$ cat src/hw/rtl/dbrm_pkg.sv
// ----------------------------------------------------------------------------
// dbrm_pkg
// Shared types, codes, constants and the CRC-16/Modbus byte step for the
// dual-bank record manager.
// ----------------------------------------------------------------------------
`default_nettype none

package dbrm_pkg;

    // stream widths
    localparam int S_TDATA_W  = 96;
    localparam int S_TUSER_W  = 3;
    localparam int M_TDATA_W  = 56;
    localparam int CFG_IDX_W  = 1;
    localparam int CFG_DATA_W = 16;

    // queue depth between front and back, default
    localparam int QUEUE_DEPTH_DEF = 2;

    // operation codes carried in tuser
    localparam logic [S_TUSER_W-1:0] OP_TICK  = 3'd0;
    localparam logic [S_TUSER_W-1:0] OP_BYTE  = 3'd1;
    localparam logic [S_TUSER_W-1:0] OP_CHECK = 3'd2;
    localparam logic [S_TUSER_W-1:0] OP_BOOT  = 3'd3;
    localparam logic [S_TUSER_W-1:0] OP_SAVE  = 3'd4;

    // configuration register indexes
    localparam logic [CFG_IDX_W-1:0] CFG_EXPECTED_VERSION = 1'd0;
    localparam logic [CFG_IDX_W-1:0] CFG_DEBOUNCE_TICKS   = 1'd1;

    // constants
    localparam logic [15:0] REC_MAGIC         = 16'hA5A5;
    localparam logic [15:0] CRC_POLY          = 16'hA001;
    localparam logic [15:0] CRC_INIT          = 16'hFFFF;
    localparam logic [15:0] VERSION_RESET     = 16'd1;
    localparam logic [7:0]  DEBOUNCE_RESET    = 8'd20;

    // item class decided by the front
    typedef enum logic [2:0] {
        K_TICK,
        K_BYTE,
        K_CHECK,
        K_BOOT,
        K_SAVE,
        K_IDLE
    } t_kind;

    // classified item as held in the queue
    typedef struct packed {
        t_kind       kind;
        logic        chg;
        logic [7:0]  data;
        logic        last;
        logic        rsel;
        logic        magic_ok;
        logic [15:0] ver;
        logic [15:0] hcrc;
        logic [31:0] hseq;
        logic        ok;
    } t_work;

    // queue head as seen by the back
    typedef struct packed {
        logic  valid;
        t_work work;
    } t_head;

    // one payload byte through the reflected CRC-16/Modbus polynomial
    function automatic logic [15:0] crc16_byte(input logic [15:0] crc,
                                               input logic [7:0]  b);
        logic [15:0] c;
        c = crc ^ {8'h00, b};
        for (int i = 0; i < 8; i++) begin
            c = c[0] ? ((c >> 1) ^ CRC_POLY) : (c >> 1);
        end
        return c;
    endfunction

endpackage

`default_nettype wire

$ cat src/hw/rtl/dual_bank_record_manager.sv
// ----------------------------------------------------------------------------
// dual_bank_record_manager
// Ping-pong record bookkeeping for two flash regions with CRC-16/Modbus check.
// ----------------------------------------------------------------------------
// Usage:
//   Items enter on the slave stream: tuser carries the operation code, tlast
//   marks the final payload byte, tdata the remaining fields. Each item gives
//   exactly one result item on the master stream (save command, target,
//   write sequence, CRC, header verdict, boot choice, active region).
//   Registers (expected version, debounce ticks) are written on the cfg
//   channel, index 0 and 1, while no item is in flight; cfg is ready
//   whenever reset is released.
// Path: an accepted item is written into the queue, and the back end carries
//   it from the queue head into the output register.
// Throughput: one item per cycle unless stalled; the classified item waits in
//   a queue of QUEUE_DEPTH entries and the back end carries out one item per
//   cycle, while the output is free, into a single output register.
// Stall: while the receiver holds tready low the result stays put; the queue
//   keeps accepting until it is full, then o_s_tready drops.
// Reset: queue and output empty, CRC engine at 0xFFFF, banks invalid,
//   no active region, sequence 0, registers back to version 1 and 20 ticks.
// ----------------------------------------------------------------------------
`default_nettype none

module dual_bank_record_manager #(
    parameter int QUEUE_DEPTH = dbrm_pkg::QUEUE_DEPTH_DEF
) (
    input  wire                             i_clk,
    input  wire                             i_rst_n,
    // slave stream
    input  wire                             i_s_tvalid,
    output logic                            o_s_tready,
    // tdata: change_request[0], data_byte[8:1], region_select[9],
    //   header_magic[25:10], header_version[41:26], header_crc[57:42],
    //   header_sequence[89:58], save_ok[90], zero fill [95:91]
    input  wire [dbrm_pkg::S_TDATA_W-1:0]   i_s_tdata,
    // tuser: op[2:0]
    input  wire [dbrm_pkg::S_TUSER_W-1:0]   i_s_tuser,
    input  wire                             i_s_tlast,      // last_byte
    // master stream
    output logic                            o_m_tvalid,
    input  wire                             i_m_tready,
    // tdata: save_command[0], target_region[1], write_sequence[33:2],
    //   crc_value[49:34], region_valid[50], load_params[51],
    //   chosen_region[52], active_valid[53], active_region[54], zero [55]
    output logic [dbrm_pkg::M_TDATA_W-1:0]  o_m_tdata,
    // configuration writes
    input  wire                             i_cfg_valid,
    output logic                            o_cfg_ready,
    input  wire [dbrm_pkg::CFG_IDX_W-1:0]   i_cfg_index,
    input  wire [dbrm_pkg::CFG_DATA_W-1:0]  i_cfg_data
);
    import dbrm_pkg::*;

    logic [15:0] r_expected_version;
    logic [7:0]  r_debounce_ticks;
    t_head       w_head;
    logic        w_pop;

    assign o_cfg_ready = i_rst_n;

    // configuration registers
    always_ff @(posedge i_clk) begin
        if (!i_rst_n) begin
            r_expected_version <= VERSION_RESET;
            r_debounce_ticks   <= DEBOUNCE_RESET;
        end else if (i_cfg_valid) begin
            case (i_cfg_index)
                CFG_EXPECTED_VERSION: r_expected_version <= i_cfg_data;
                CFG_DEBOUNCE_TICKS:   r_debounce_ticks   <= i_cfg_data[7:0];
                default: begin
                end
            endcase
        end
    end

    // front: accept, classify, queue
    dbrm_front #(
        .QUEUE_DEPTH(QUEUE_DEPTH)
    ) u_front (
        .i_clk      (i_clk),
        .i_rst_n    (i_rst_n),
        .i_s_tvalid (i_s_tvalid),
        .o_s_tready (o_s_tready),
        .i_s_tdata  (i_s_tdata),
        .i_s_tuser  (i_s_tuser),
        .i_s_tlast  (i_s_tlast),
        .o_head     (w_head),
        .i_pop      (w_pop)
    );

    // back: execute and register results
    dbrm_back u_back (
        .i_clk              (i_clk),
        .i_rst_n            (i_rst_n),
        .i_head             (w_head),
        .o_pop              (w_pop),
        .i_expected_version (r_expected_version),
        .i_debounce_ticks   (r_debounce_ticks),
        .o_m_tvalid         (o_m_tvalid),
        .i_m_tready         (i_m_tready),
        .o_m_tdata          (o_m_tdata)
    );

endmodule

`default_nettype wire

$ cat src/hw/rtl/dbrm_front.sv
// ----------------------------------------------------------------------------
// dbrm_front
// Accepts input items, classifies them by operation code and holds them in a
// short queue until the back end takes them.
// ----------------------------------------------------------------------------
`default_nettype none

module dbrm_front #(
    parameter int QUEUE_DEPTH = dbrm_pkg::QUEUE_DEPTH_DEF   // 2 and up
) (
    input  wire                            i_clk,
    input  wire                            i_rst_n,
    input  wire                            i_s_tvalid,
    output logic                           o_s_tready,
    input  wire [dbrm_pkg::S_TDATA_W-1:0]  i_s_tdata,
    input  wire [dbrm_pkg::S_TUSER_W-1:0]  i_s_tuser,
    input  wire                            i_s_tlast,
    output dbrm_pkg::t_head                o_head,
    input  wire                            i_pop
);
    import dbrm_pkg::*;

    localparam int PTR_W = $clog2(QUEUE_DEPTH);
    localparam int CNT_W = $clog2(QUEUE_DEPTH + 1);

    t_work              r_q [QUEUE_DEPTH];
    logic [PTR_W-1:0]   r_wr_ptr, n_wr_ptr;
    logic [PTR_W-1:0]   r_rd_ptr, n_rd_ptr;
    logic [CNT_W-1:0]   r_count,  n_count;
    t_work              w_in;
    logic               w_push;
    logic               w_pop;

    // classify the incoming item
    always_comb begin
        w_in.chg      = i_s_tdata[0];
        w_in.data     = i_s_tdata[8:1];
        w_in.last     = i_s_tlast;
        w_in.rsel     = i_s_tdata[9];
        w_in.magic_ok = (i_s_tdata[25:10] == REC_MAGIC);
        w_in.ver      = i_s_tdata[41:26];
        w_in.hcrc     = i_s_tdata[57:42];
        w_in.hseq     = i_s_tdata[89:58];
        w_in.ok       = i_s_tdata[90];
        case (i_s_tuser)
            OP_TICK:  w_in.kind = K_TICK;
            OP_BYTE:  w_in.kind = K_BYTE;
            OP_CHECK: w_in.kind = K_CHECK;
            OP_BOOT:  w_in.kind = K_BOOT;
            OP_SAVE:  w_in.kind = K_SAVE;
            default:  w_in.kind = K_IDLE;
        endcase
    end

    // no item is taken while reset is held
    assign o_s_tready = i_rst_n && (r_count != CNT_W'(QUEUE_DEPTH));
    assign w_push     = i_s_tvalid && o_s_tready;
    assign w_pop      = i_pop && (r_count != '0);

    assign o_head.valid = (r_count != '0);
    assign o_head.work  = r_q[r_rd_ptr];

    // pointer and fill count update
    always_comb begin
        n_wr_ptr = r_wr_ptr;
        n_rd_ptr = r_rd_ptr;
        n_count  = r_count;
        if (w_push) begin
            n_wr_ptr = (r_wr_ptr == PTR_W'(QUEUE_DEPTH - 1)) ? '0 : r_wr_ptr + PTR_W'(1);
        end
        if (w_pop) begin
            n_rd_ptr = (r_rd_ptr == PTR_W'(QUEUE_DEPTH - 1)) ? '0 : r_rd_ptr + PTR_W'(1);
        end
        case ({w_push, w_pop})
            2'b10:   n_count = r_count + CNT_W'(1);
            2'b01:   n_count = r_count - CNT_W'(1);
            default: n_count = r_count;
        endcase
    end

    always_ff @(posedge i_clk) begin
        if (!i_rst_n) begin
            r_wr_ptr <= '0;
            r_rd_ptr <= '0;
            r_count  <= '0;
        end else begin
            r_wr_ptr <= n_wr_ptr;
            r_rd_ptr <= n_rd_ptr;
            r_count  <= n_count;
        end
    end

    // queue storage
    always_ff @(posedge i_clk) begin
        if (w_push) begin
            r_q[r_wr_ptr] <= w_in;
        end
    end

endmodule

`default_nettype wire

$ cat src/hw/rtl/dbrm_back.sv
// ----------------------------------------------------------------------------
// dbrm_back
// Carries out classified items against the record state (CRC engine, bank
// verdicts, debounce, active region, sequence) and registers one result item
// per item on the master stream.
// ----------------------------------------------------------------------------
`default_nettype none

module dbrm_back (
    input  wire                            i_clk,
    input  wire                            i_rst_n,
    input  dbrm_pkg::t_head                i_head,
    output logic                           o_pop,
    input  wire [15:0]                     i_expected_version,
    input  wire [7:0]                      i_debounce_ticks,
    output logic                           o_m_tvalid,
    input  wire                            i_m_tready,
    output logic [dbrm_pkg::M_TDATA_W-1:0] o_m_tdata
);
    import dbrm_pkg::*;

    // record state
    logic [15:0] r_crc_running, n_crc_running;
    logic [15:0] r_crc_latched, n_crc_latched;
    logic        r_bank_valid_a, n_bank_valid_a;
    logic        r_bank_valid_b, n_bank_valid_b;
    logic [31:0] r_bank_seq_a, n_bank_seq_a;
    logic [31:0] r_bank_seq_b, n_bank_seq_b;
    logic [7:0]  r_holdoff, n_holdoff;
    logic        r_cur_valid, n_cur_valid;
    logic        r_cur_region, n_cur_region;
    logic [31:0] r_seq_next, n_seq_next;
    logic        r_pending, n_pending;

    // output stage
    logic                 r_m_tvalid;
    logic [M_TDATA_W-1:0] r_m_tdata, n_m_tdata;

    // per-item result fields
    logic        w_save;
    logic        w_target;
    logic [31:0] w_wseq;
    logic        w_wseq_set;
    logic [15:0] w_crcv;
    logic        w_rvalid;
    logic        w_load;
    logic        w_chosen;
    logic [15:0] w_crc_step;
    logic [7:0]  w_hold_dec;
    logic        w_exec;
    t_work       w_w;

    assign w_w    = i_head.work;
    assign w_exec = i_head.valid && (!r_m_tvalid || i_m_tready);
    assign o_pop  = w_exec;

    assign w_crc_step = crc16_byte(r_crc_running, w_w.data);
    assign w_hold_dec = r_holdoff - 8'd1;

    // execute the head item
    always_comb begin
        n_crc_running  = r_crc_running;
        n_crc_latched  = r_crc_latched;
        n_bank_valid_a = r_bank_valid_a;
        n_bank_valid_b = r_bank_valid_b;
        n_bank_seq_a   = r_bank_seq_a;
        n_bank_seq_b   = r_bank_seq_b;
        n_holdoff      = r_holdoff;
        n_cur_valid    = r_cur_valid;
        n_cur_region   = r_cur_region;
        n_seq_next     = r_seq_next;
        n_pending      = r_pending;
        w_save         = 1'b0;
        w_target       = 1'b0;
        w_wseq         = '0;
        w_wseq_set     = 1'b0;
        w_crcv         = r_crc_latched;
        w_rvalid       = 1'b0;
        w_load         = 1'b0;
        w_chosen       = 1'b0;
        case (w_w.kind)
            K_TICK: begin
                // change request restarts the holdoff, expiry commands a save
                if (w_w.chg) begin
                    n_holdoff = i_debounce_ticks;
                end else if (r_holdoff != 8'd0) begin
                    n_holdoff = w_hold_dec;
                    if (w_hold_dec == 8'd0) begin
                        w_target   = !(r_cur_valid && r_cur_region);
                        n_pending  = w_target;
                        w_save     = 1'b1;
                        w_wseq     = r_seq_next;
                        w_wseq_set = 1'b1;
                    end
                end
            end
            K_BYTE: begin
                w_crcv = w_crc_step;
                if (w_w.last) begin
                    n_crc_latched = w_crc_step;
                    n_crc_running = CRC_INIT;
                end else begin
                    n_crc_running = w_crc_step;
                end
            end
            K_CHECK: begin
                w_rvalid = w_w.magic_ok && (w_w.ver == i_expected_version) &&
                           (w_w.hcrc == r_crc_latched);
                if (w_w.rsel) begin
                    n_bank_valid_b = w_rvalid;
                    n_bank_seq_b   = w_w.hseq;
                end else begin
                    n_bank_valid_a = w_rvalid;
                    n_bank_seq_a   = w_w.hseq;
                end
            end
            K_BOOT: begin
                // higher sequence wins, A on a tie
                if (r_bank_valid_a || r_bank_valid_b) begin
                    if (r_bank_valid_a && r_bank_valid_b) begin
                        w_chosen = (r_bank_seq_a < r_bank_seq_b);
                    end else begin
                        w_chosen = !r_bank_valid_a;
                    end
                    w_load       = 1'b1;
                    n_cur_valid  = 1'b1;
                    n_cur_region = w_chosen;
                    n_seq_next   = (w_chosen ? r_bank_seq_b : r_bank_seq_a) + 32'd1;
                end else begin
                    // nothing valid: default save to A
                    n_seq_next = '0;
                    n_pending  = 1'b0;
                    w_save     = 1'b1;
                    w_target   = 1'b0;
                    w_wseq     = '0;
                    w_wseq_set = 1'b1;
                end
            end
            K_SAVE: begin
                if (w_w.ok) begin
                    n_cur_region = r_pending;
                    n_cur_valid  = 1'b1;
                    n_seq_next   = r_seq_next + 32'd1;
                end
            end
            default: begin
            end
        endcase
        if (!w_wseq_set) begin
            w_wseq = n_seq_next;
        end
        n_m_tdata = {1'b0, n_cur_region, n_cur_valid, w_chosen, w_load, w_rvalid,
                     w_crcv, w_wseq, w_target, w_save};
    end

    // state registers, updated only when an item is carried out
    always_ff @(posedge i_clk) begin
        if (!i_rst_n) begin
            r_crc_running  <= CRC_INIT;
            r_crc_latched  <= '0;
            r_bank_valid_a <= 1'b0;
            r_bank_valid_b <= 1'b0;
            r_bank_seq_a   <= '0;
            r_bank_seq_b   <= '0;
            r_holdoff      <= '0;
            r_cur_valid    <= 1'b0;
            r_cur_region   <= 1'b0;
            r_seq_next     <= '0;
            r_pending      <= 1'b0;
            r_m_tvalid     <= 1'b0;
        end else begin
            if (w_exec) begin
                r_crc_running  <= n_crc_running;
                r_crc_latched  <= n_crc_latched;
                r_bank_valid_a <= n_bank_valid_a;
                r_bank_valid_b <= n_bank_valid_b;
                r_bank_seq_a   <= n_bank_seq_a;
                r_bank_seq_b   <= n_bank_seq_b;
                r_holdoff      <= n_holdoff;
                r_cur_valid    <= n_cur_valid;
                r_cur_region   <= n_cur_region;
                r_seq_next     <= n_seq_next;
                r_pending      <= n_pending;
                r_m_tvalid     <= 1'b1;
            end else if (i_m_tready) begin
                r_m_tvalid     <= 1'b0;
            end
        end
    end

    // result payload
    always_ff @(posedge i_clk) begin
        if (w_exec) begin
            r_m_tdata <= n_m_tdata;
        end
    end

    assign o_m_tvalid = r_m_tvalid;
    assign o_m_tdata  = r_m_tdata;

endmodule

`default_nettype wire

$ cat config.mk
export PLATFORM = sky130hd
export DESIGN_NAME = dual_bank_record_manager
export DESIGN_NICKNAME = d
export VERILOG_FILES = /design/src/hw/rtl/dbrm_pkg.sv /design/src/hw/rtl/dual_bank_record_manager.sv /design/src/hw/rtl/dbrm_front.sv /design/src/hw/rtl/dbrm_back.sv
export SDC_FILE = /design/constraint.sdc
export NUM_CORES = 1
export LEC_CHECK = 0
export ABC_AREA = 1
export BUFFER_PORTS_ARGS = -buffer_cell sky130_fd_sc_hd__buf_2
export CORE_MARGIN = 3
export CORE_UTILIZATION = 50
export DETAILED_ROUTE_END_ITERATION = 7
export GPL_TIMING_DRIVEN = 0
export HOLD_SLACK_MARGIN = 0.03
export PLACE_DENSITY = 0.65
export SLEW_MARGIN = 20
export SYNTH_ARGS = -nofsm -noshare
export SYNTH_HDL_FRONTEND = slang
export SYNTH_SLANG_ARGS = --single-unit
$ cat constraint.sdc
create_clock -name i_clk -period 14.4 [get_ports i_clk]
set_clock_uncertainty 0.05 [all_clocks]
set_input_delay 1.44 -clock i_clk [delete_from_list [all_inputs] [get_ports i_clk]]
set_output_delay 1.44 -clock i_clk [all_outputs]
set_load 0.1 [all_outputs]
==> results of run 1 <==
stage by stage:
stage	instance area (um2)	hold slack, ns	std cells
CTS	21400	0.408	2883
floorplan	18300	0.376	2165
global placement	19800	0.387	2799
detailed placement	20000	0.398	2808
global route	21400	0.438	2885
finish	21400	0.409	2885
worst register-to-register path, stage by stage, from the launching register on:
cell and delay, ns:
dfxtp_1 0.31, inv_1 0.06, ha_1 0.29, nand2_1 0.07
nor2_1 0.16, nand4_1 0.16, a21oi_1 0.15, nor2_1 0.06
nand2_1 0.11, nand2_1 0.12, buf_2 0.21, nand2_1 0.07
o21ai_0 0.17, inv_1 0.15, ha_1 0.21, nand2_1 0.10
nor2_1 0.18, nand2_1 0.13, nor2_1 0.31, nand3_1 0.12
nand3_1 0.14, nand3_1 0.14, o21bai_1 0.15, inv_1 0.05
Yosys cell counts (19+ instances only):
library cell,number
nor2_1,151
nand2_1,576
o21ai_0,168
a21oi_1,156
clkbuf_1,60
nand3_1,159
edfxtp_1,215
nand4_1,28
ha_1,37
dfxtp_1,171
inv_1,230
mux2i_1,19
layout make-up:
type | instances | area [um2]
plain buffers | 87 | 359
flip-flops and latches | 386 | 9880
clock buffers | 66 | 1280
repair buffers | 182 | 1070
fillers | 3234 | 14500
clock inverters | 9 | 110
diodes | 2 | 5.00
multi-input cells | 1450 | 7180
inverters | 242 | 911
well taps | 461 | 577
routing by layer:
metal	wire length, um	track usage [%]	vias up	part of all wire [%]
li1	-	-	7700	-
met1	23400	37.5	7155	46
met2	22600	40.8	521	44
met3	3870	5.29	72	7.6
met4	1060	6.78	0	2.1
met5	0	0	-	0
where the power goes:
group | switching (uW) | internal [uW]
Combinational | 1460 | 429
Sequential | 102 | 1410
Clock | 437 | 644
state kept, by name, summed over array words and instances, names as in the netlist, named ones only:
signal	count
u_back.o_m_tdata	55
u_back.o_m_tvalid	1
u_back.r_holdoff	8
u_back.r_bank_seq_b	32
u_back.r_crc_latched	16
u_back.r_pending	1
u_front.r_rd_ptr	1
u_front.r_q	160
u_back.r_bank_valid_b	1
u_back.r_bank_seq_a	32
u_back.r_cur_valid	1
u_front.r_wr_ptr	1
u_back.r_cur_region	1
r_expected_version	16
u_back.r_bank_valid_a	1
u_front.r_count	2
u_back.r_crc_running	16
u_back.r_seq_next	32
r_debounce_ticks	8
cells by family (layout without fill, tap and decap cells):
family,after synthesis,in the layout,share of synthesized area [%]
buffers and inverters,329,586,6.93
and+or+nand+nor,967,967,22.2
muxes,19,19,1.04
adders and majority gates,37,37,2.53
xor gates and xnor gates,32,32,1.78
other,1,3,0.0205
AOI/OAI and AO/OA,394,394,11.5
DFF,386,386,53.9
worst max path at each step:
stage                                               to  slack [ns]
after detailed placement                    o_s_tready        9.60
after CTS                                   o_s_tready        9.60
after floorplan            u_front.r_q[0][0]$_DFFE_PP_        6.61
after global routing                        o_s_tready        9.49
final                                       o_s_tready        9.57
after global placement    u_front.r_q[1][23]$_DFFE_PP_        5.29
==> key figures, run 1 <==
Logic synthesis
  • FF+latch count, synth: 386
  • Syn Inst Count: 2165
  • Largest area contributor in the netlist: edfxtp_1
  • EDFF count, synth: 215
  • Prevailing post-synth register cell: edfxtp_1
  • Register area share after synthesis: 53.9%
  • Post-Syn Area: 0.0183 mm2
  • Synth warnings: 0
  • Syn nets: 2324
  • Share of the synthesized area in the top cell type: 35.3%
  • Yosys cell types: 55
  • Area contributors post-synth: edfxtp_1 35%, dfxtp_1 19%, nand2_1 12%, inv_1 4.7%, o21ai_0 4.6%
  • Synth Area per Inst: 8.46 um2
  • Ys async rst share: 0%

Layout
  • Util after Layout: 59.6%
  • Most frequent cells in the layout: 576 x nand2_1, 230 x inv_1, 215 x edfxtp_1, 187 x buf_2, 171 x dfxtp_1
  • Most common cell after layout, fill and taps aside: nand2_1
  • Area Growth Syn to Fin: 16.7%
  • Fin nets: 2549
  • Share of post-route cells with drive strength above 1: 13.0%

CTS
  • Total CTS buffers: 41
  • # resized after CTS: 0
  • CTS Hold Buffers Added: 0
  • Post-CTS setup buffers: 0
  • Worst skew pair latency: 0.56 ns
  • Num Clock Sinks: 386
  • TritonCTS clock tree: built
  • Clock tree buffer depth: 3
  • H-Tree Depth: 2
  • Root Buffer: clkbuf_16
  • Worst-path clk slew: 0.06 ns

Power and ir drop
  • Power, Total: 4490 uW
  • Pleak: 0.00895 uW
  • Power density cells: 210 mW/mm2
  • Peak supply drop: 124 uV

Critical path
  • Max stage delay on crit path: 0.55 ns
  • Crit-path leading delay family: buffers and inverters
  • CP max stage cell: clkinv_1
  • Critical-path cell list: clkbuf_1 -> clkinv_1 -> a21oi_1 -> buf_2
  • WP data required: 12.91 ns
  • Worst Setup Path Type: in -> out
  • Stages on worst setup path: 4
  • RR Endpoint: u_back.r_seq_next[20]$_SDFFE_PN0P_
  • Worst path bufs/invs: 3
  • CP startpoint kind: input port
  • CP Max Fanout: 9
  • Worst EP arrival: 3.34 ns
  • Reg2Reg Launch Point: u_back.r_bank_seq_b[31]$_SDFFE_PN0P_
  • FF-to-FF setup slack: 10.61 ns
  • CP startpoint: i_rst_n
  • FF-to-FF path depth: 23
  • Crit end category: output pin

Placed design
  • Final HPWL DP: 38.1 mm
  • PortBufs: 173
  • Worst slack, placed: 9.60 ns
  • Routability cong.: 0.969

STA
  • Min cycle time layout: 4.83 ns
  • Worst-Margin Slew: 0.687 ns
  • Max Clock Freq: 207 MHz
  • Max-slew headroom: 53.9%
  • Final-report hold violation count: 0
  • RSZ-0062 raised after global routing: no
  • Final worst slack: 9.57 ns
  • Post-Route Setup TNS: 0 ns
  • Final setup viols: 0
  • Tcrit/Tclk final: 33.6%
  • Pins Over Slew Limit: 0

Global route
  • Number of global-route vias before repair: 14634
  • Grt total ovfl: 0
  • GRT Overall Usage: 26.1%
  • Global-route wire length before repair: 79.3 mm
  • Initial antenna violation count: 2
  • Largest net degree at the start of global routing: 31

Floorplan
  • Initial Util: 51.1%
  • Die Area: 0.0390 mm2
  • Core area: 0.0358 mm2
  • Die Wd: 197 um
  • Die H: 197 um
  • IO Pins: 181
  • # rows: 69

Detailed routing
  • DRC viols: 0
  • Vias: 15448
  • Wire length per cell: 17.7 um
  • Remaining antenna violation count after routing: 0
  • Total Wirelength: 51.0 mm
  • DR pass1 iterations: 6
  • DRT iter0 DRCs: 1236
  • Via density: 5.35

Flow run
  • Max cap viols: 0

Hold path
  • Min-Delay Startpoint: u_front.r_rd_ptr$_SDFFE_PN0P_
  • Worst min-delay path class: reg -> reg
  • Hold depth: 1

Outcome
  • Status: finished clean
Power figures use the tool's default switching activity.
==> inputs of run 2 (changes only) <==
--- a/config.mk
+++ b/config.mk
@@ -12,7 +12,7 @@
 export DETAILED_ROUTE_END_ITERATION = 7
 export GPL_TIMING_DRIVEN = 0
 export HOLD_SLACK_MARGIN = 0.03
-export PLACE_DENSITY = 0.65
+export PLACE_DENSITY = 0.68
 export SLEW_MARGIN = 20
 export SYNTH_ARGS = -nofsm -noshare
 export SYNTH_HDL_FRONTEND = slang
==> constraint.sdc (replaced) <==
create_clock -name i_clk -period 4.4 [get_ports i_clk]
set_clock_uncertainty 0.05 [all_clocks]
set_input_delay 0.44 -clock i_clk [delete_from_list [all_inputs] [get_ports i_clk]]
set_output_delay 0.44 -clock i_clk [all_outputs]
set_load 0.1 [all_outputs]
==> run 2 against run 1 <==
Net effect:
- register-to-register slack got worse by 10 ns
- worst hold slack worse by 0.36 ns
- first-iteration DRC count is 12% higher
- power rose to 3.2 times the previous value
- global-route usage increased by 0.28 points
- core utilization rose by 2.0 points
- flip-flop and latch count unchanged
- clock power grew to 3.1 times the previous value
- non-clock buffer count up 72
==> key figures, run 2 (synthesis results as in run 1) <==
CTS
  • Clock tree buffer depth: 3 (unchanged)
  • Worst-path clk slew: 0.06 ns (about the same)
  • H-Tree Depth: 2 (unchanged)
  • Total CTS buffers: 41 (unchanged)
  • # resized after CTS: 0 (unchanged)
  • Worst skew pair latency: 0.56 ns (about the same)
  • Root Buffer: clkbuf_16 (unchanged)
  • Num Clock Sinks: 386 (unchanged)
  • TritonCTS clock tree: built (unchanged)

Layout
  • Final Non-Filler Cells: 2957 (was 2885)
  • Fin nets: 2621 (was 2549)
  • Most common cell after layout, fill and taps aside: nand2_1 (unchanged)
  • Fillers: 3103 (was 3234)
  • Area Growth Syn to Fin: 20.6% (was 16.7%)
  • Share of post-route cells with drive strength above 1: 12.6% (was 13.0%)
  • Post-route design area: 0.0221 mm2 (was 0.0214 mm2)
  • Reg with most FFs: u_front.r_q (unchanged)
  • Max reg flops: 160 (unchanged)
  • Most frequent cells in the layout: 576 x nand2_1, 230 x inv_1, 215 x edfxtp_1, 187 x buf_2, 171 x dfxtp_1 (unchanged)

Floorplan
  • Initial Util: 51.1% (unchanged)
  • Die Area: 0.0390 mm2 (unchanged)
  • Die H: 197 um (unchanged)
  • # rows: 69 (unchanged)
  • Die Wd: 197 um (unchanged)
  • Core area: 0.0358 mm2 (unchanged)
  • IO Pins: 181 (unchanged)

Power and ir drop
  • Int Power: 8000 uW (was 2480 uW)
  • Combinational fraction of design power: 42.8% (was 42.2%)
  • Clock power frac: 23.2% (was 24.1%)
  • Power, Total: 14600 uW (was 4490 uW)
  • Register share of total power: 34.0% (was 33.7%)
  • Net Switching: 6560 uW (was 2000 uW)
  • Pleak: 0.00923 uW (was 0.00895 uW)
  • Sw frac: 45.0% (was 44.7%)
  • Peak supply drop: 384 uV (was 124 uV)
  • Power density cells: 659 mW/mm2 (was 210 mW/mm2)

Hold path
  • Min-Delay Startpoint: i_s_tdata[89] (was u_front.r_rd_ptr$_SDFFE_PN0P_)
  • Hold Path Sink: u_front.r_q[0][32]$_DFFE_PP_
  • Hold depth: 1 (unchanged)
  • Worst min-delay path class: in -> reg (was reg -> reg)

Critical path
  • CP startpoint kind: flop (was input port)
  • Crit end category: flop (was output pin)
  • FF-to-FF setup slack: 0.52 ns (was 10.61 ns)
  • Worst Setup Path Type: reg -> reg (was in -> out)
  • WP data required: 4.80 ns (was 12.91 ns)
  • Worst EP arrival: 4.28 ns (was 3.34 ns)
  • FF-to-FF path depth: 23 (unchanged)
  • RR Endpoint: u_back.r_seq_next[20]$_SDFFE_PN0P_ (unchanged)
  • CP Max Fanout: 10 (was 9)
  • Reg2Reg Launch Point: u_back.r_bank_seq_b[31]$_SDFFE_PN0P_ (unchanged)

Detailed routing
  • DR pass1 iterations: 5 (was 6)
  • Wire length per cell: 17.4 um (was 17.7 um)
  • Met2 wire len: 23.3 mm (was 22.6 mm)
  • M1 WL: 22.9 mm (was 23.4 mm)
  • DR WL met3: 4.11 mm (was 3.87 mm)
  • DRC viols: 0 (unchanged)
  • Remaining antenna violation count after routing: 0 (unchanged)
  • Total Wirelength: 51.5 mm (was 51.0 mm)
  • Via density: 5.39 (was 5.35)
  • DR top layer: met4 (unchanged)
  • Vias: 15952 (was 15448)
  • DRT iter0 DRCs: 1381 (was 1236)

STA
  • Min cycle time layout: 3.88 ns
  • Pins Over Slew Limit: 0 (unchanged)
  • Tcrit/Tclk final: 88.2%
  • Post-Route Setup TNS: 0 ns (unchanged)
  • Max Clock Freq: 258 MHz
  • Final setup viols: 0 (unchanged)
  • Worst-Margin Slew: 0.664 ns (was 0.687 ns)
  • Max-slew headroom: 55.4% (was 53.9%)
  • Final-report hold violation count: 0 (unchanged)
  • RSZ-0062 raised after global routing: no (unchanged)

Global route
  • Global-route wire length before repair: 81.4 mm (was 79.3 mm)
  • Number of global-route vias before repair: 15241 (was 14634)
  • Grt total ovfl: 0 (unchanged)
  • Largest net degree at the start of global routing: 32 (was 31)
  • Initial antenna violation count: 1 (was 2)
  • GRT Overall Usage: 26.4% (was 26.1%)

Placed design
  • Routability cong.: 0.951 (was 0.969)
  • Cells after DPL: 2809 (was 2808)
  • Final HPWL DP: 38.3 mm (was 38.1 mm)
  • Placed standard-cell area: 0.0200 mm2 (about the same)
  • PortBufs: 173 (unchanged)

Outcome
  • Status: finished clean (unchanged)

Flow run
  • Max cap viols: 0 (unchanged)
==> run 2: changes by cell type in the layout (fill, tap and decap cells not counted), moves of 3 or more <==
cell,before,now
clkbuf_2,5,0
clkbuf_1,66,63
clkinv_1,4,11
clkinv_2,5,12
buf_16,3,9
buf_12,6,1
dlygate4sd3_1,0,71
clkbuf_8,13,2
==> run 2: worst max path at each step <==
stage | from | endpoint
CTS | u_back.r_bank_seq_b[31]$_SDFFE_PN0P_ | u_back.r_seq_next[16]$_SDFFE_PN0P_
global placement | i_m_tready | u_front.r_count[1]$_SDFFE_PN0P_
finish | u_back.r_bank_seq_b[31]$_SDFFE_PN0P_ | u_back.r_seq_next[20]$_SDFFE_PN0P_
detailed placement | u_back.r_bank_seq_b[31]$_SDFFE_PN0P_ | u_back.r_seq_next[16]$_SDFFE_PN0P_
global route | u_back.r_bank_seq_b[31]$_SDFFE_PN0P_ | u_back.r_seq_next[12]$_SDFFE_PN0P_
floorplan | u_back.o_m_tvalid$_SDFFE_PN0P_ | u_front.r_count[1]$_SDFFE_PN0P_
==> run 2: what timing repair did <==
| action | in CTS | in global routing |
|---|---|---|
| setup buffers | 0 | 0 |
| hold endpoints to repair | 137 | 1 |
| hold buffers | 70 | 1 |
==> run 2: cell type report <==
| cell class | count | area [um2] | area share [%] |
|---|---|---|---|
| Timing Repair Buffer | 254 | 1840 | 8.35 |
| Inverter | 242 | 911 | 4.12 |
| Multi-Input combinational cell | 1450 | 7190 | 32.5 |
| Clock buffer | 49 | 1140 | 5.16 |
| Clock inverter | 26 | 183 | 0.827 |
| Sequential cell | 386 | 9880 | 44.7 |
| Tap cell | 461 | 577 | 2.61 |
| Buffer | 87 | 359 | 1.63 |
| Antenna cell | 2 | 5.00 | 0.0227 |
==> run 2: worst max-delay path, stage by stage (launching register included) <==
cell and delay (ns):
dfxtp_1 0.31, inv_1 0.06, ha_1 0.29, nand2_1 0.07, nor2_1 0.17, nand4_1 0.17, a21oi_1 0.16, nor2_1 0.06
nand2_1 0.13, nand2_1 0.13, buf_2 0.22, nand2_1 0.08, o21ai_0 0.16, inv_1 0.15, ha_1 0.22, nand2_1 0.10
nor2_1 0.18, nand2_1 0.13, nor2_1 0.34, nand3_1 0.13, nand3_1 0.13, nand3_1 0.13, o21bai_1 0.15, inv_1 0.05
==> run 2: per-stage QoR <==
step,util [%],setup slack [ns],hold slack [ns]
after CTS,61.6,0.540,0.0312
after floorplan,-,0.296,0.376
after global routing,61.6,0.183,0.0381
after global placement,55.2,-0.877,0.386
after detailed placement,55.9,0.554,0.400
final,61.6,0.520,0.0469
==> run 2: metal layers <==
layer,track usage (%),up-vias
met2,42.1,619
li1,-,7835
met5,0,-
met1,37.6,7414
met4,7.31,0
met3,4.38,84
==> run 2: power by group through the flow <==
stage          logic (uW)  clock network (uW)  registers (uW)
2_1_floorplan        2820                   0            6880
3_3_place_gp         5930                   0            5040
3_5_place_dp         6140                   0            5020
4_1_cts              6210                3430            4950
5_1_grt              6750                3590            5020
6_report             6240                3370            4950
==> inputs of run 3 (changes only) <==
--- a/config.mk
+++ b/config.mk
@@ -7,12 +7,13 @@
 export LEC_CHECK = 0
 export ABC_AREA = 1
 export BUFFER_PORTS_ARGS = -buffer_cell sky130_fd_sc_hd__buf_2
+export CAP_MARGIN = 20
 export CORE_MARGIN = 3
 export CORE_UTILIZATION = 50
 export DETAILED_ROUTE_END_ITERATION = 7
 export GPL_TIMING_DRIVEN = 0
 export HOLD_SLACK_MARGIN = 0.03
-export PLACE_DENSITY = 0.68
+export PLACE_DENSITY = 0.65
 export SLEW_MARGIN = 20
 export SYNTH_ARGS = -nofsm -noshare
 export SYNTH_HDL_FRONTEND = slang
==> constraint.sdc (replaced) <==
create_clock -name i_clk -period 4.2 [get_ports i_clk]
set_clock_uncertainty 0.05 [all_clocks]
set_input_delay 0.42 -clock i_clk [delete_from_list [all_inputs] [get_ports i_clk]]
set_output_delay 0.42 -clock i_clk [all_outputs]
set_load 0.1 [all_outputs]
==> run 3 against run 2 <==
Net effect:
- core utilization rose by 0.34 points
- first-iteration DRC count decreased by 8.8%
- fmax shrank 0.15%
- flip-flop and latch count stayed put
- via count decreased by 0.22%
- critical path type unchanged
==> key figures, run 3 (synthesis results as in run 1) <==
Detailed routing
  • Total Wirelength: 51.6 mm (was 51.5 mm)
  • DR pass1 iterations: 5 (unchanged)
  • DRC viols: 0 (unchanged)
  • Vias: 15917 (was 15952)
  • Wire length per cell: 17.4 um (about the same)
  • DRT iter0 DRCs: 1260 (was 1381)
  • Via density: 5.37 (was 5.39)
  • Remaining antenna violation count after routing: 0 (unchanged)

Hold path
  • Hold depth: 1 (unchanged)
  • Min-Delay Startpoint: i_s_tdata[8] (was i_s_tdata[89])
  • Worst min-delay path class: in -> reg (unchanged)
  • Hold Path Sink: u_front.r_q[0][75]$_DFFE_PP_ (was u_front.r_q[0][32]$_DFFE_PP_)

Layout
  • Fillers: 3164 (was 3103)
  • Storage cell area: 0.00988 mm2 (unchanged)
  • Fin nets: 2628 (was 2621)
  • Multi-input logic area: 0.00719 mm2 (about the same)
  • Most common cell after layout, fill and taps aside: nand2_1 (unchanged)
  • Share of post-route cells with drive strength above 1: 12.5% (was 12.6%)
  • Most frequent cells in the layout: 576 x nand2_1, 230 x inv_1, 215 x edfxtp_1, 187 x buf_2, 171 x dfxtp_1 (unchanged)
  • Util after Layout: 62.0% (was 61.6%)
  • Max reg flops: 160 (unchanged)
  • Reg with most FFs: u_front.r_q (unchanged)
  • Post-route design area: 0.0222 mm2 (was 0.0221 mm2)
  • Area Growth Syn to Fin: 21.2% (was 20.6%)

Critical path
  • WP data required: 4.58 ns (was 4.80 ns)
  • Worst Setup Path Type: reg -> reg (unchanged)
  • RR Endpoint: u_back.r_seq_next[14]$_SDFFE_PN0P_ (was u_back.r_seq_next[20]$_SDFFE_PN0P_)
  • FF-to-FF path depth: 23 (unchanged)
  • Worst EP arrival: 4.27 ns (was 4.28 ns)
  • Crit end category: flop (unchanged)
  • CP Max Fanout: 10 (unchanged)
  • CP startpoint kind: flop (unchanged)
  • FF-to-FF setup slack: 0.31 ns (was 0.52 ns)
  • Reg2Reg Launch Point: u_back.r_bank_seq_b[31]$_SDFFE_PN0P_ (unchanged)

Power and ir drop
  • Pleak: 0.00928 uW (was 0.00923 uW)
  • Peak supply drop: 346 uV (was 384 uV)
  • Power density cells: 695 mW/mm2 (was 659 mW/mm2)

STA
  • Min cycle time layout: 3.89 ns (was 3.88 ns)
  • Hold Worst Slack: 0.0464 ns (was 0.0469 ns)
  • Final setup viols: 0 (unchanged)
  • RSZ-0062 raised after global routing: no (unchanged)
  • Max-slew headroom: 52.4% (was 55.4%)
  • Tcrit/Tclk final: 92.5% (was 88.2%)
  • Pins Over Slew Limit: 0 (unchanged)
  • Worst-Margin Slew: 0.714 ns (was 0.664 ns)
  • Max Clock Freq: 257 MHz (was 258 MHz)
  • Final-report hold violation count: 0 (unchanged)

Floorplan
  • Initial Util: 51.1% (unchanged)
  • IO Pins: 181 (unchanged)
  • Core area: 0.0358 mm2 (unchanged)
  • Die Area: 0.0390 mm2 (unchanged)
  • Die Wd: 197 um (unchanged)
  • Die H: 197 um (unchanged)
  • # rows: 69 (unchanged)

CTS
  • Num Clock Sinks: 386 (unchanged)
  • Clock tree buffer depth: 3 (unchanged)
  • Worst-path clk slew: 0.06 ns (about the same)
  • Post-CTS setup buffers: 0 (unchanged)
  • Root Buffer: clkbuf_16 (unchanged)
  • H-Tree Depth: 2 (unchanged)
  • Worst skew pair latency: 0.55 ns (was 0.56 ns)
  • TritonCTS clock tree: built (unchanged)
  • Total CTS buffers: 43 (was 41)

Placed design
  • PortBufs: 173 (unchanged)
  • Final HPWL DP: 38.4 mm (was 38.3 mm)
  • Placed standard-cell area: 0.0200 mm2 (unchanged)
  • Routability cong.: 0.958 (was 0.951)

Global route
  • Initial antenna violation count: 1 (unchanged)
  • Grt total ovfl: 0 (unchanged)
  • Largest net degree at the start of global routing: 30 (was 32)
  • Number of global-route vias before repair: 15023 (was 15241)
  • Global-route wire length before repair: 80.6 mm (was 81.4 mm)
  • GRT Overall Usage: 26.2% (was 26.4%)

Flow run
  • Max cap viols: 0 (unchanged)

Outcome
  • Status: finished clean (unchanged)
==> run 3: cell types whose count changed in the layout (fill, tap and decap cells not counted) <==
cell           change
nor2_1             -1
inv_4              -1
clkinvlp_4         -1
clkbuf_1           +9
clkinv_1           -2
clkbuf_16          +2
inv_6              +2
clkinv_8           -1
diode_2            -1
bufinv_16          +1
dlygate4sd3_1      +5
clkinv_2           -3
nor2_4             +1
clkbuf_8           -1
==> run 3: final cells by class <==
class / instances / area share, %
sequential: 386 / 44.5
multi-input combinational: 1450 / 32.4
timing repair buffer: 259 / 8.53
clock buffer: 59 / 5.45
inverter: 242 / 4.10
tap: 461 / 2.60
buffer: 87 / 1.62
clock inverter: 21 / 0.800
antenna: 1 / 0.0113
==> run 3: how the worst max path moves through the flow <==
stage | start | end | depth (start not counted)
after floorplan | u_back.o_m_tvalid$_SDFFE_PN0P_ | u_front.r_count[1]$_SDFFE_PN0P_ | 10
after global placement | i_m_tready | u_front.r_count[1]$_SDFFE_PN0P_ | 10
after detailed placement | u_back.r_bank_seq_b[31]$_SDFFE_PN0P_ | u_back.r_seq_next[20]$_SDFFE_PN0P_ | 23
after CTS | u_back.r_bank_seq_b[31]$_SDFFE_PN0P_ | u_back.r_seq_next[20]$_SDFFE_PN0P_ | 23
after global routing | u_back.r_bank_seq_b[31]$_SDFFE_PN0P_ | u_back.o_m_tdata[25]$_DFFE_PP_ | 18
final | u_back.r_bank_seq_b[31]$_SDFFE_PN0P_ | u_back.r_seq_next[14]$_SDFFE_PN0P_ | 23
==> run 3: worst max-delay path, stage by stage, from the launching register on <==
cell	delay, ns
dfxtp_1	0.31
inv_1	0.06
ha_1	0.29
nand2_1	0.07
nor2_1	0.17
nand4_1	0.16
a21oi_1	0.20
nor2_1	0.07
nand2_1	0.13
nand2_1	0.13
buf_2	0.22
nand2_1	0.08
o21ai_0	0.17
inv_1	0.15
ha_1	0.22
nand2_1	0.11
nor2_1	0.18
nand2_1	0.17
nor2_4	0.23
nand2_1	0.07
nand3_1	0.16
nand3_1	0.13
o21ai_0	0.17
inv_1	0.05
==> run 3: where the power goes <==
part	internal, uW	switching (uW)	leakage [uW]
clock network	2160	1530	0.000683
registers	4840	350	0.00340
logic	1540	5010	0.00519
==> run 3: repair_timing <==
item	CTS	global route
gates resized for setup	0	2
setup endpoints to repair	0	3
hold endpoints to repair	150	0
hold buffers	76	0
==> run 3: metal layers <==
metal  share of wire [%]  vias up  GRT usage [%]
li1                    -     7857              -
met1                  46     7443           37.7
met2                  45      528           41.7
met3                 6.2       89           3.48
met4                 2.7        0           7.87
met5                   0        -              0
==> run 3: through the flow <==
step	total power, uW	TNS (ns)	setup WS, ns	instances
6_report	15400	0	0.314	2966
2_1_floorplan	10200	0	0.0962	2165
4_1_cts	15500	0	0.307	2965
3_5_place_dp	11700	0	0.321	2809
3_3_place_gp	11500	-79.99	-1.10	2799
5_1_grt	16200	0	0.00937	2966
